--- src/hw/rtl/sbf_pkg.sv ---
// shared types and constants for the spring / bungee force unit
// no dependencies; imported by every module of the block
package sbf_pkg;

    // configuration register width and port index width
    localparam int REG_W       = 32;
    localparam int CFG_ADDR_W  = 2;

    // default geometry
    localparam int COORD_WIDTH_DEF = 32;
    localparam int FRAC_BITS_DEF   = 16;

    // three vector components handled side by side
    localparam int LANES = 3;

    // register reset values
    localparam logic [REG_W-1:0] K_RESET   = REG_W'(65536);
    localparam logic [REG_W-1:0] LEN_RESET = REG_W'(65536);

    // configuration register indexes
    typedef enum logic [CFG_ADDR_W-1:0] {
        REG_SPRING_CONSTANT = 2'd0,
        REG_REST_LENGTH     = 2'd1,
        REG_MODE            = 2'd2
    } sbf_reg_t;

    // pipeline control handed to every cell
    typedef struct packed {
        logic en;
        logic vld;
    } sbf_ctl_t;

endpackage

--- src/hw/rtl/sbf_sqrt_cell.sv ---
// one cell of the square root chain: settles one root bit per cell
// depends on sbf_pkg
module sbf_sqrt_cell #(
    parameter int RW     = 34,
    parameter int SIDE_W = 8
) (
    input  logic                  clk,
    input  logic                  rst_n,
    input  sbf_pkg::sbf_ctl_t     ctl,
    input  logic [2*RW-1:0]       rad_in,
    input  logic [RW-1:0]         root_in,
    input  logic [RW-1:0]         rem_in,
    input  logic [SIDE_W-1:0]     side_in,
    output logic                  vld_out,
    output logic [2*RW-1:0]       rad_out,
    output logic [RW-1:0]         root_out,
    output logic [RW-1:0]         rem_out,
    output logic [SIDE_W-1:0]     side_out
);
    import sbf_pkg::*;

    logic              vld_reg;
    logic [2*RW-1:0]   rad_reg, rad_next;
    logic [RW-1:0]     root_reg, root_next;
    logic [RW-1:0]     rem_reg, rem_next;
    logic [SIDE_W-1:0] side_reg;
    logic [RW+1:0]     rem_sh;
    logic [RW+1:0]     trial;
    logic [RW+1:0]     diff;
    logic              ge;

    // trial subtract of (4*root + 1) against the shifted remainder
    always_comb
    begin
        rem_sh    = {rem_in, rad_in[2*RW-1 -: 2]};
        trial     = {root_in, 2'b01};
        diff      = rem_sh - trial;
        ge        = (rem_sh >= trial);
        rem_next  = ge ? diff[RW-1:0] : rem_sh[RW-1:0];
        root_next = {root_in[RW-2:0], ge};
        rad_next  = {rad_in[2*RW-3:0], 2'b00};
    end

    // valid flag
    always_ff @(posedge clk or negedge rst_n)
    begin
        if (!rst_n)
        begin
            vld_reg <= 1'b0;
        end
        else if (ctl.en)
        begin
            vld_reg <= ctl.vld;
        end
    end

    // payload
    always_ff @(posedge clk)
    begin
        if (ctl.en)
        begin
            rad_reg  <= rad_next;
            root_reg <= root_next;
            rem_reg  <= rem_next;
            side_reg <= side_in;
        end
    end

    assign vld_out  = vld_reg;
    assign rad_out  = rad_reg;
    assign root_out = root_reg;
    assign rem_out  = rem_reg;
    assign side_out = side_reg;

endmodule

--- config.mk ---
export PLATFORM = sky130hd
export DESIGN_NAME = sbf_sqrt_cell
export DESIGN_NICKNAME = d
export VERILOG_FILES = /design/src/hw/rtl/sbf_pkg.sv /design/src/hw/rtl/sbf_sqrt_cell.sv
export SDC_FILE = /design/constraint.sdc
export NUM_CORES = 1
export LEC_CHECK = 0
export BUFFER_PORTS_ARGS = -buffer_cell sky130_fd_sc_hd__buf_2
export CORE_AREA = 4 4 125 127
export DETAILED_ROUTE_END_ITERATION = 10
export DIE_AREA = 0 0 129 131
export PLACE_DENSITY_LB_ADDON = 0.1
export SYNTH_ARGS = -nofsm -noshare
export SYNTH_HDL_FRONTEND = slang
export SYNTH_SLANG_ARGS = --single-unit
--- constraint.sdc ---
create_clock -name clk -period 0.8 [get_ports clk]
set_input_delay 0 -clock clk [delete_from_list [all_inputs] [get_ports clk]]
set_output_delay 0 -clock clk [all_outputs]
set_load 0.02 [all_outputs]
==> results.json <==
{
  "clk_latency_ns": 0.42,
  "max_freq_ghz": 0.433,
  "required_ns": 0.97,
  "path_max_fanout": 7,
  "drt-total-wl_um": 25400,
  "synth_ff_type": "edfxtp_1",
  "end_kind": "register",
  "syn_inst": 486,
  "layout_common_cells": "buf_2 (165), edfxtp_1 (142), dlygate4sd3_1 (134)",
  "ys_seq_area_frac": 0.626,
  "first_pass_iters": 5,
  "num_vias": 6435,
  "cts_root_buffer": "clkbuf_16",
  "critPathLaunchType": "input pin",
  "peakVddDrop_mv": 1.39,
  "violations": "negative hold slack, negative setup slack",
  "drtIter0Drc": 353,
  "crit_arrival_ns": 2.48,
  "area_growth_pct": 79.2,
  "vias_per_cell": 5.18,
  "fin_area_um2": 12300,
  "grt_overflow_total": 0,
  "synth.cell_area_um2": 6850,
  "path_clk_slew_ns": 0.06,
  "place_area_um2": 9440,
  "h-tree-depth": 4,
  "cts_buffers": 17,
  "rsz0062_at_grt": "yes",
  "port_buffers": 290,
  "ys_types": 58,
  "p_per_area_nw_per_um2": 1980,
  "wl_per_cell_um": 20.4,
  "holdCritPathClass": "in -> reg",
  "r2r_cells": 1,
  "cts.sinks": 143,
  "syn_avg_cell_area_um2": 14.1,
  "start_util": 0.475,
  "core_um2": 14400,
  "status": "finished with violations",
  "drv_cap": 0,
  "die_height_um": 131,
  "slew_headroom": 0.662,
  "timing.final.ws_setup_ns": -1.51,
  "ys_seq_elements": 143,
  "dp_hpwl_um": 15300,
  "grt_usage": 0.270,
  "power_leakage_nw": 5.57,
  "slew_viol_final": 0,
  "drive_above_1_share": 0.467,
  "final_util": 0.851,
  "first_global_vias": 6600,
  "grt_max_degree": 66,
  "pin_count": 293,
  "grt_pass1_wl_um": 34600,
  "fp.dieW_um": 129,
  "die_area_um2": 16900,
  "fin_crit_ns": 2.31,
  "fin_crit_sh": 2.89,
  "row_count": 44,
  "synthArstFlopShare": 0.00699,
  "instances_no_fill": 1243,
  "synth_warnings": 0,
  "cts_max_path_buffers": 2,
  "hold_viol": 4,
  "place_inst": 1073,
  "setup_viol_count_final": 230,
  "final_common_cell": "buf_2",
  "min_delay_path_depth": 3,
  "worst_pin_slew_ns": 0.502,
  "globalplace.congestion": 0.829,
  "critical_path_class": "in -> reg",
  "fillers": 744,
  "synth_edf_count": 142,
  "drcViolationCount": 0,
  "finClkSkew_ns": 0,
  "antenna_found_initial": 2,
  "final_nets": 1229,
  "ant_nets": 0,
  "cts_tree": "yes",
  "whs_ns": -0.0171
}
## flip-flops by register name, indices dropped and copies added, names as in the netlist
signal    count
side_out      8
root_out     34
rem_out      34
vld_out       1
rad_out      66
## routing by layer
| layer | vias up | wire length, um | GRT usage | share of wire |
|---|---|---|---|---|
| li1 | 2957 | - | - | - |
| met1 | 3132 | 8940 | 0.302 | 0.35 |
| met2 | 308 | 14100 | 0.508 | 0.56 |
| met3 | 36 | 1850 | 0.0606 | 0.073 |
| met4 | 2 | 468 | 0.0877 | 0.018 |
| met5 | - | 13 | 0 | 0.00051 |
## kinds of logic after synthesis
kind of cell / share of synthesized area
mux: 0.0661
buf+inv: 0.0402
flops: 0.626
fa+ha+maj: 0.0657
xor+xnor: 0.0371
other cells: 0.000547
simple gates: 0.0646
compound gates: 0.100
## cell usage after synthesis, types with 2 or more instances
library cell	number	share of area
edfxtp_1	142	0.62
inv_1	46	0.025
ha_1	36	0.066
a21oi_1	31	0.023
mux2_4	25	0.055
xnor2_1	22	0.028
o21ai_0	21	0.015
nand2_1	18	0.0099
nor2_1	17	0.0093
nor3_1	9	0.0066
a21o_1	8	0.0088
nand2b_1	7	0.0064
xor2_1	7	0.0089
mux2_2	6	0.0099
nand4_1	6	0.0055
a211oi_1	5	0.0055
a31oi_1	5	0.0046
and4_1	5	0.0064
o21a_1	5	0.0055
a21boi_0	4	0.0044
and2_1	4	0.0037
and3_1	4	0.0037
nor2b_1	4	0.0037
buf_12	3	0.0088
clkbuf_1	3	0.0016
nand3_1	3	0.0022
o211ai_1	3	0.0033
o31ai_1	3	0.0033
a221oi_1	2	0.0026
buf_4	2	0.0022
nor3b_1	2	0.0022
o32ai_1	2	0.0026
## power breakdown
group / switching [mW] / internal [mW] / total (mW)
Sequential: 0.382 / 9.12 / 9.50
Combinational: 3.20 / 3.68 / 6.88
Clock: 3.32 / 4.57 / 7.89
Total: 6.89 / 17.4 / 24.3
## worst max-delay path, cell delays in order
cell       delay [ns]
buf_8            0.10
inv_4            0.04
ha_4             0.18
a21o_1           0.17
or3_1            0.36
o211a_1          0.29
a211oi_2         0.22
o21ai_2          0.09
o2111ai_2        0.19
and3_4           0.33
buf_12           0.17
mux2_4           0.32
## timing repair
action                     in CTS  in global routing
resized for setup             120                148
hold endpoints to repair      144                 10
buffers inserted                1                  0
gates cloned                    1                  1
hold buffers                  134                  1
setup endpoints to repair     178                230
pin swaps                       1                  3
## cell type report
type,count,area [um^2],share of cell area
Antenna cell,2,5.00,0.000407
Clock buffer,17,425,0.0346
Clock inverter,14,143,0.0116
Inverter,46,175,0.0143
Multi-Input combinational cell,288,2390,0.194
Sequential cell,143,4290,0.349
Tap cell,184,230,0.0187
Timing Repair Buffer,549,4620,0.377
## stage by stage
step | total power [mW] | setup WS [ns] | TNS, ns
after floorplan | 12.4 | -1.74 | -58.94
after global placement | 14.6 | -1.91 | -64.82
after detailed placement | 14.7 | -1.99 | -67.47
after CTS | 23.4 | -1.49 | -78.95
after global routing | 25.1 | -1.60 | -89.35
final | 24.3 | -1.51 | -81.13
## final timing paths
kind / from / endpoint / slack [ns]
setup / recovery: root_in[3] / rem_out[20]$_DFFE_PP_ / -1.51
hold / removal: rem_in[26] / rem_out[28]$_DFFE_PP_ / -0.02
setup reg to reg: vld_out$_DFFE_PN0P_ / vld_out$_DFFE_PN0P_ / -0.01
hold reg to reg: vld_out$_DFFE_PN0P_ / vld_out$_DFFE_PN0P_ / 0.57
max in group asynchronous: rst_n / vld_out$_DFFE_PN0P_ / 0.25
min in group asynchronous: rst_n / vld_out$_DFFE_PN0P_ / 0.43
No activity file was read; power rests on OpenSTA's default activity.
