<file path="src/hw/rtl/sbf_pkg.sv">
// shared types and constants for the spring / bungee force unit
// no dependencies; imported by every module of the block
package sbf_pkg;

    // configuration register width and port index width
    localparam int REG_W       = 32;
    localparam int CFG_ADDR_W  = 2;

    // default geometry
    localparam int COORD_WIDTH_DEF = 32;
    localparam int FRAC_BITS_DEF   = 16;

    // three vector components handled side by side
    localparam int LANES = 3;

    // register reset values
    localparam logic [REG_W-1:0] K_RESET   = REG_W'(65536);
    localparam logic [REG_W-1:0] LEN_RESET = REG_W'(65536);

    // configuration register indexes
    typedef enum logic [CFG_ADDR_W-1:0] {
        REG_SPRING_CONSTANT = 2'd0,
        REG_REST_LENGTH     = 2'd1,
        REG_MODE            = 2'd2
    } sbf_reg_t;

    // pipeline control handed to every cell
    typedef struct packed {
        logic en;
        logic vld;
    } sbf_ctl_t;

endpackage

</file>
<file path="src/hw/rtl/sbf_div_cell.sv">
// one cell of the divider chain: one quotient bit per lane per cell
// depends on sbf_pkg
module sbf_div_cell #(
    parameter int RW     = 34,
    parameter int QW     = 32,
    parameter int SIDE_W = 8
) (
    input  logic                                  clk,
    input  logic                                  rst_n,
    input  sbf_pkg::sbf_ctl_t                     ctl,
    input  logic [RW-1:0]                         len_in,
    input  logic [sbf_pkg::LANES-1:0][RW-1:0]     rem_in,
    input  logic [sbf_pkg::LANES-1:0][QW-1:0]     nq_in,
    input  logic [SIDE_W-1:0]                     side_in,
    output logic                                  vld_out,
    output logic [RW-1:0]                         len_out,
    output logic [sbf_pkg::LANES-1:0][RW-1:0]     rem_out,
    output logic [sbf_pkg::LANES-1:0][QW-1:0]     nq_out,
    output logic [SIDE_W-1:0]                     side_out
);
    import sbf_pkg::*;

    logic                        vld_reg;
    logic [RW-1:0]               len_reg;
    logic [LANES-1:0][RW-1:0]    rem_reg, rem_next;
    logic [LANES-1:0][QW-1:0]    nq_reg, nq_next;
    logic [SIDE_W-1:0]           side_reg;
    logic [LANES-1:0][RW:0]      t;
    logic [LANES-1:0][RW:0]      diff;
    logic [LANES-1:0]            ge;

    // restoring step: numerator bits shift out the top, quotient bits in the bottom
    always_comb
    begin
        for (int l = 0; l < LANES; l++)
        begin
            t[l]        = {rem_in[l], nq_in[l][QW-1]};
            diff[l]     = t[l] - {1'b0, len_in};
            ge[l]       = (t[l] >= {1'b0, len_in});
            rem_next[l] = ge[l] ? diff[l][RW-1:0] : t[l][RW-1:0];
            nq_next[l]  = {nq_in[l][QW-2:0], ge[l]};
        end
    end

    // valid flag
    always_ff @(posedge clk or negedge rst_n)
    begin
        if (!rst_n)
        begin
            vld_reg <= 1'b0;
        end
        else if (ctl.en)
        begin
            vld_reg <= ctl.vld;
        end
    end

    // payload
    always_ff @(posedge clk)
    begin
        if (ctl.en)
        begin
            len_reg  <= len_in;
            rem_reg  <= rem_next;
            nq_reg   <= nq_next;
            side_reg <= side_in;
        end
    end

    assign vld_out  = vld_reg;
    assign len_out  = len_reg;
    assign rem_out  = rem_reg;
    assign nq_out   = nq_reg;
    assign side_out = side_reg;

endmodule

</file>
<file path="config.mk">
export PLATFORM = sky130hd
export DESIGN_NAME = sbf_div_cell
export DESIGN_NICKNAME = d
export VERILOG_FILES = /design/src/hw/rtl/sbf_pkg.sv /design/src/hw/rtl/sbf_div_cell.sv
export SDC_FILE = /design/constraint.sdc
export NUM_CORES = 1
export LEC_CHECK = 0
export BUFFER_PORTS_ARGS = -buffer_cell sky130_fd_sc_hd__buf_2
export CAP_MARGIN = 20
export CORE_AREA = 2 2 187 189
export CTS_CLUSTER_SIZE = 10
export DETAILED_ROUTE_END_ITERATION = 12
export DIE_AREA = 0 0 189 191
export GPL_TIMING_DRIVEN = 0
export PLACE_DENSITY = 0.66
export RECOVER_POWER = 25
export SETUP_SLACK_MARGIN = 0.15
export SYNTH_ARGS = -nofsm -noshare
export SYNTH_HDL_FRONTEND = slang
export SYNTH_SLANG_ARGS = --single-unit
</file>
<file path="constraint.sdc">
create_clock -name clk -period 2.6 [get_ports clk]
set_clock_uncertainty 0.2 [all_clocks]
set_input_delay 0.26 -clock clk [delete_from_list [all_inputs] [get_ports clk]]
set_output_delay 0.26 -clock clk [all_outputs]
set_load 0.05 [all_outputs]
</file>
==> flow_metrics.py <==
metrics = {
    "finish": {
        "finish.net_count": 2417,
        "drive_above_1_share_pct": 41.7,
        "highest_count_cells_in_the_layout_ignoring_fill_and_taps": "450 x sky130_fd_sc_hd__buf_2, 241 x sky130_fd_sc_hd__dlygate4sd3_1, 240 x sky130_fd_sc_hd__edfxtp_1, 92 x sky130_fd_sc_hd__nand2_1, 82 x sky130_fd_sc_hd__a21oi_1",
        "nFillCells": 2534,
        "mostFrequentLayoutCell": "sky130_fd_sc_hd__buf_2",
        "fin_area_sq_um": 22600,
        "syn2layout_area_growth_pct": 63.9,
    },
    "cts": {
        "cts_htree_levels": 1,
        "tritoncts": "done",
        "clk-insertion-delay-late_ns": 0.56,
        "cts_made_buffers": 29,
        "clk_root_buffer_cell": "sky130_fd_sc_hd__clkbuf_16",
        "clkSlewWorstSetupHoldPaths_ns": 0.06,
        "cts.sinks": 241,
        "worst_case_clock_buffer_depth": 3,
    },
    "place": {
        "globalplace.congestion": 0.866,
        "place_ws_ns": -1.07,
        "hpwl_mm": 37.6,
        "number_of_port_buffers": 484,
        "placement.cell_area_sq_um": 17000,
    },
    "yosys": {
        "seq_cells_post_synth": 241,
        "synth_seq_area_share_pct": 52.5,
        "async_flop_share_pct": 0.415,
        "synth_edf_count": 240,
        "synth_nets": 1584,
        "synthesis.yosys.warnings": 0,
        "mapped_avg_cell_area_sq_um": 11.2,
        "yosys.cell_types.count": 82,
        "syn-instance-count": 1235,
        "netlist_area_sq_um": 13800,
        "synth_ff_type": "sky130_fd_sc_hd__edfxtp_1",
    },
    "critical_path": {
        "endpoint": "rem_out[1]",
        "critical_path.reg2reg.startpoint": "vld_out",
        "critical_path.endpoint_type": "flop",
        "worst_path_fanout_max": 6,
        "cell_depth_of_the_worst_flop_to_flop_path": 1,
        "timing.critical_path.required_ns": 2.71,
        "crit_path_start": "len_in[1]",
        "timing.critical_path.arrival_ns": 2.90,
        "worst-setup-path-type": "input port to flop",
        "critical_path.reg2reg.endpoint": "vld_out",
        "timing.reg2reg.setup_slack_ns": 1.65,
        "crit_path_start_kind": "input port",
    },
    "sta": {
        "hold_violations": 1,
        "fin_ws_ns": -0.195,
        "slew_headroom_pct": 62.3,
        "report.final.setup_viol": 95,
        "worst_slew_pin_slew_ns": 0.565,
        "grt_setup_unrepaired": "true",
        "min_period_over_period_pct": 107,
        "final.hold.worst_slack_ns": -0.00277,
        "timing.final.max_slew_violations": 0,
        "layout_min_cycle_time_ns": 2.79,
        "clock.fmax_mhz": 358,
    },
    "die": {
        "initial_core_util_pct": 40.4,
        "fp.dieW_um": 189,
        "boundary_pin_count": 485,
        "die-height_um": 191,
        "rows": 68,
        "floorplan.die_area_sq_um": 36100,
        "coreArea_sq_um": 34100,
    },
    "global_route": {
        "number_of_antenna_violations_at_the_first_check_in_global_routing": 16,
        "grt.total_usage_pct": 27.9,
        "grt_first_pass_wirelength_mm": 76.6,
        "grt_max_degree": 98,
        "vias_in_the_first_global_route": 13400,
        "globalRoute.totalOverflow": 0,
    },
    "power_and_ir_drop": {
        "finalPower_uw": 14100,
        "leakage_uw": 0.00956,
        "pwr_density_cell_nw_per_um2": 623,
        "peakVddDrop_uv": 461,
    },
    "routing": {
        "route.detailed.drc": 0,
        "via_density": 5.33,
        "drt-initial-drc-count": 627,
        "dr_total_vias": 13600,
        "wl_per_cell_um": 21.4,
        "ant_nets": 0,
        "drt_pass1_iterations": 5,
        "detail_route.wirelength_mm": 54.7,
    },
    "worst_hold_path": {
        "min-delay-path-class": "input port to flop",
    },
    "run_status": {
        "violations": "negative hold slack, negative setup slack",
        "outcome": "complete, but fails checks",
    },
    "job": {
        "cap_viol_max_count": 0,
    },
}
-- state kept, by name (all words and copies together) (netlist names) --
name      count
len_out      34
nq_out       96
vld_out       1
rem_out     102
side_out      8
-- synthesized netlist by cell type, types with 5 or more instances --
cell | instances | share of area (%)
sky130_fd_sc_hd__a21oi_1 | 95 | 3.4
sky130_fd_sc_hd__nor4_1 | 7 | 0.32
sky130_fd_sc_hd__ha_1 | 102 | 9.3
sky130_fd_sc_hd__inv_1 | 69 | 1.9
sky130_fd_sc_hd__o31ai_1 | 9 | 0.49
sky130_fd_sc_hd__xnor2_1 | 48 | 3.0
sky130_fd_sc_hd__a211o_1 | 7 | 0.44
sky130_fd_sc_hd__nand4_1 | 14 | 0.64
sky130_fd_sc_hd__a211oi_1 | 9 | 0.49
sky130_fd_sc_hd__nand2b_1 | 10 | 0.45
sky130_fd_sc_hd__mux2_2 | 8 | 0.65
sky130_fd_sc_hd__edfxtp_1 | 240 | 52
sky130_fd_sc_hd__nor2b_1 | 10 | 0.45
sky130_fd_sc_hd__a31oi_1 | 10 | 0.45
sky130_fd_sc_hd__o21bai_1 | 15 | 0.82
sky130_fd_sc_hd__o21a_1 | 6 | 0.33
sky130_fd_sc_hd__nor3_1 | 12 | 0.44
sky130_fd_sc_hd__nand2_1 | 147 | 4.0
sky130_fd_sc_hd__clkbuf_1 | 12 | 0.33
sky130_fd_sc_hd__o21ai_1 | 35 | 1.3
sky130_fd_sc_hd__and3_1 | 9 | 0.41
sky130_fd_sc_hd__nor2_1 | 48 | 1.3
sky130_fd_sc_hd__nand3_1 | 30 | 1.1
sky130_fd_sc_hd__o21ai_0 | 94 | 3.4
sky130_fd_sc_hd__o211ai_1 | 6 | 0.33
sky130_fd_sc_hd__or3_1 | 5 | 0.23
sky130_fd_sc_hd__a21o_1 | 37 | 2.0
sky130_fd_sc_hd__xor2_1 | 37 | 2.4
sky130_fd_sc_hd__buf_2 | 13 | 0.47
-- final cells by class --
cell class	instances	area (sq um)	area share, %
diodes	16	40.0	0.177
plain buffers	33	382	1.69
clock buffers	41	811	3.59
clock inverters	6	28.8	0.127
inverters	71	314	1.39
multi-input cells	890	7490	33.1
flip-flops and latches	241	7230	32.0
well taps	455	569	2.52
repair buffers	802	5730	25.4
-- metrics by stage --
step / utilization [%] / instances / TNS (ns)
floorplan: - / 1235 / -21.72
global placement: 49.6 / 2174 / -636.71
detailed placement: 49.8 / 2176 / -92.99
CTS: 63.4 / 2515 / -2.05
global route: 66.2 / 2553 / -16.51
finish: 66.2 / 2555 / -8.67
-- what timing repair did --
action,4_1_cts,5_1_grt
hold endpoints to repair,301,2
pin swaps,84,82
gates resized for setup,222,169
gates cloned,2,7
setup endpoints to repair,105,105
hold buffers,239,2
setup buffers,51,15
-- layer usage --
metal	global-route usage [%]	part of all wire (%)	vias up
met5	0	0	-
met4	13.4	5.3	0
met3	4.19	5.8	135
met2	52.9	52	565
met1	30.2	37	6592
li1	-	-	6328
-- critical path: stages --
cell	delay, ns
sky130_fd_sc_hd__buf_8	0.08
sky130_fd_sc_hd__clkinvlp_4	0.14
sky130_fd_sc_hd__buf_12	0.17
sky130_fd_sc_hd__buf_6	0.11
sky130_fd_sc_hd__ha_4	0.20
sky130_fd_sc_hd__nor2b_4	0.13
sky130_fd_sc_hd__o2111ai_2	0.20
sky130_fd_sc_hd__nand3_2	0.12
sky130_fd_sc_hd__a221o_1	0.38
sky130_fd_sc_hd__a21oi_4	0.25
sky130_fd_sc_hd__a2111oi_4	0.12
sky130_fd_sc_hd__a21oi_4	0.16
sky130_fd_sc_hd__buf_12	0.15
sky130_fd_sc_hd__buf_12	0.13
sky130_fd_sc_hd__mux2_4	0.29
-- cell families (layout without fill, tap and decap cells) --
logic type / count (synthesis) / in the layout / share of synthesized area, %
other: 0 / 16 / 0
muxes: 17 / 17 / 1.42
xor gates and xnor gates: 85 / 85 / 5.40
AOI/OAI and AO/OA: 373 / 373 / 17.5
buffers and inverters: 104 / 953 / 3.21
and+or+nand+nor: 310 / 310 / 10.4
DFF: 241 / 241 / 52.5
adders and majority gates: 105 / 105 / 9.69
-- how the worst min path moves through the flow --
| stage | startpoint | end | slack (ns) | cells after the start |
|---|---|---|---|---|
| after floorplan | rst_n | vld_out | -0.24 | 0 |
| after global placement | rst_n | vld_out | -0.16 | 1 |
| after detailed placement | rst_n | vld_out | -0.16 | 1 |
| after CTS | len_in[0] | len_out[0] | -0.25 | 1 |
| after global routing | len_in[0] | rem_out[68] | -0.002 | 3 |
| final | rem_in[25] | rem_out[26] | -0.003 | 3 |
-- power by group --
part           leakage (uW)  total, uW  internal, uW  switching [uW]
Clock              0.000410       3690          2130            1560
Combinational       0.00679       5440          1930            3520
Sequential          0.00236       4950          4840             116
(Power assumes the default switching activity.)
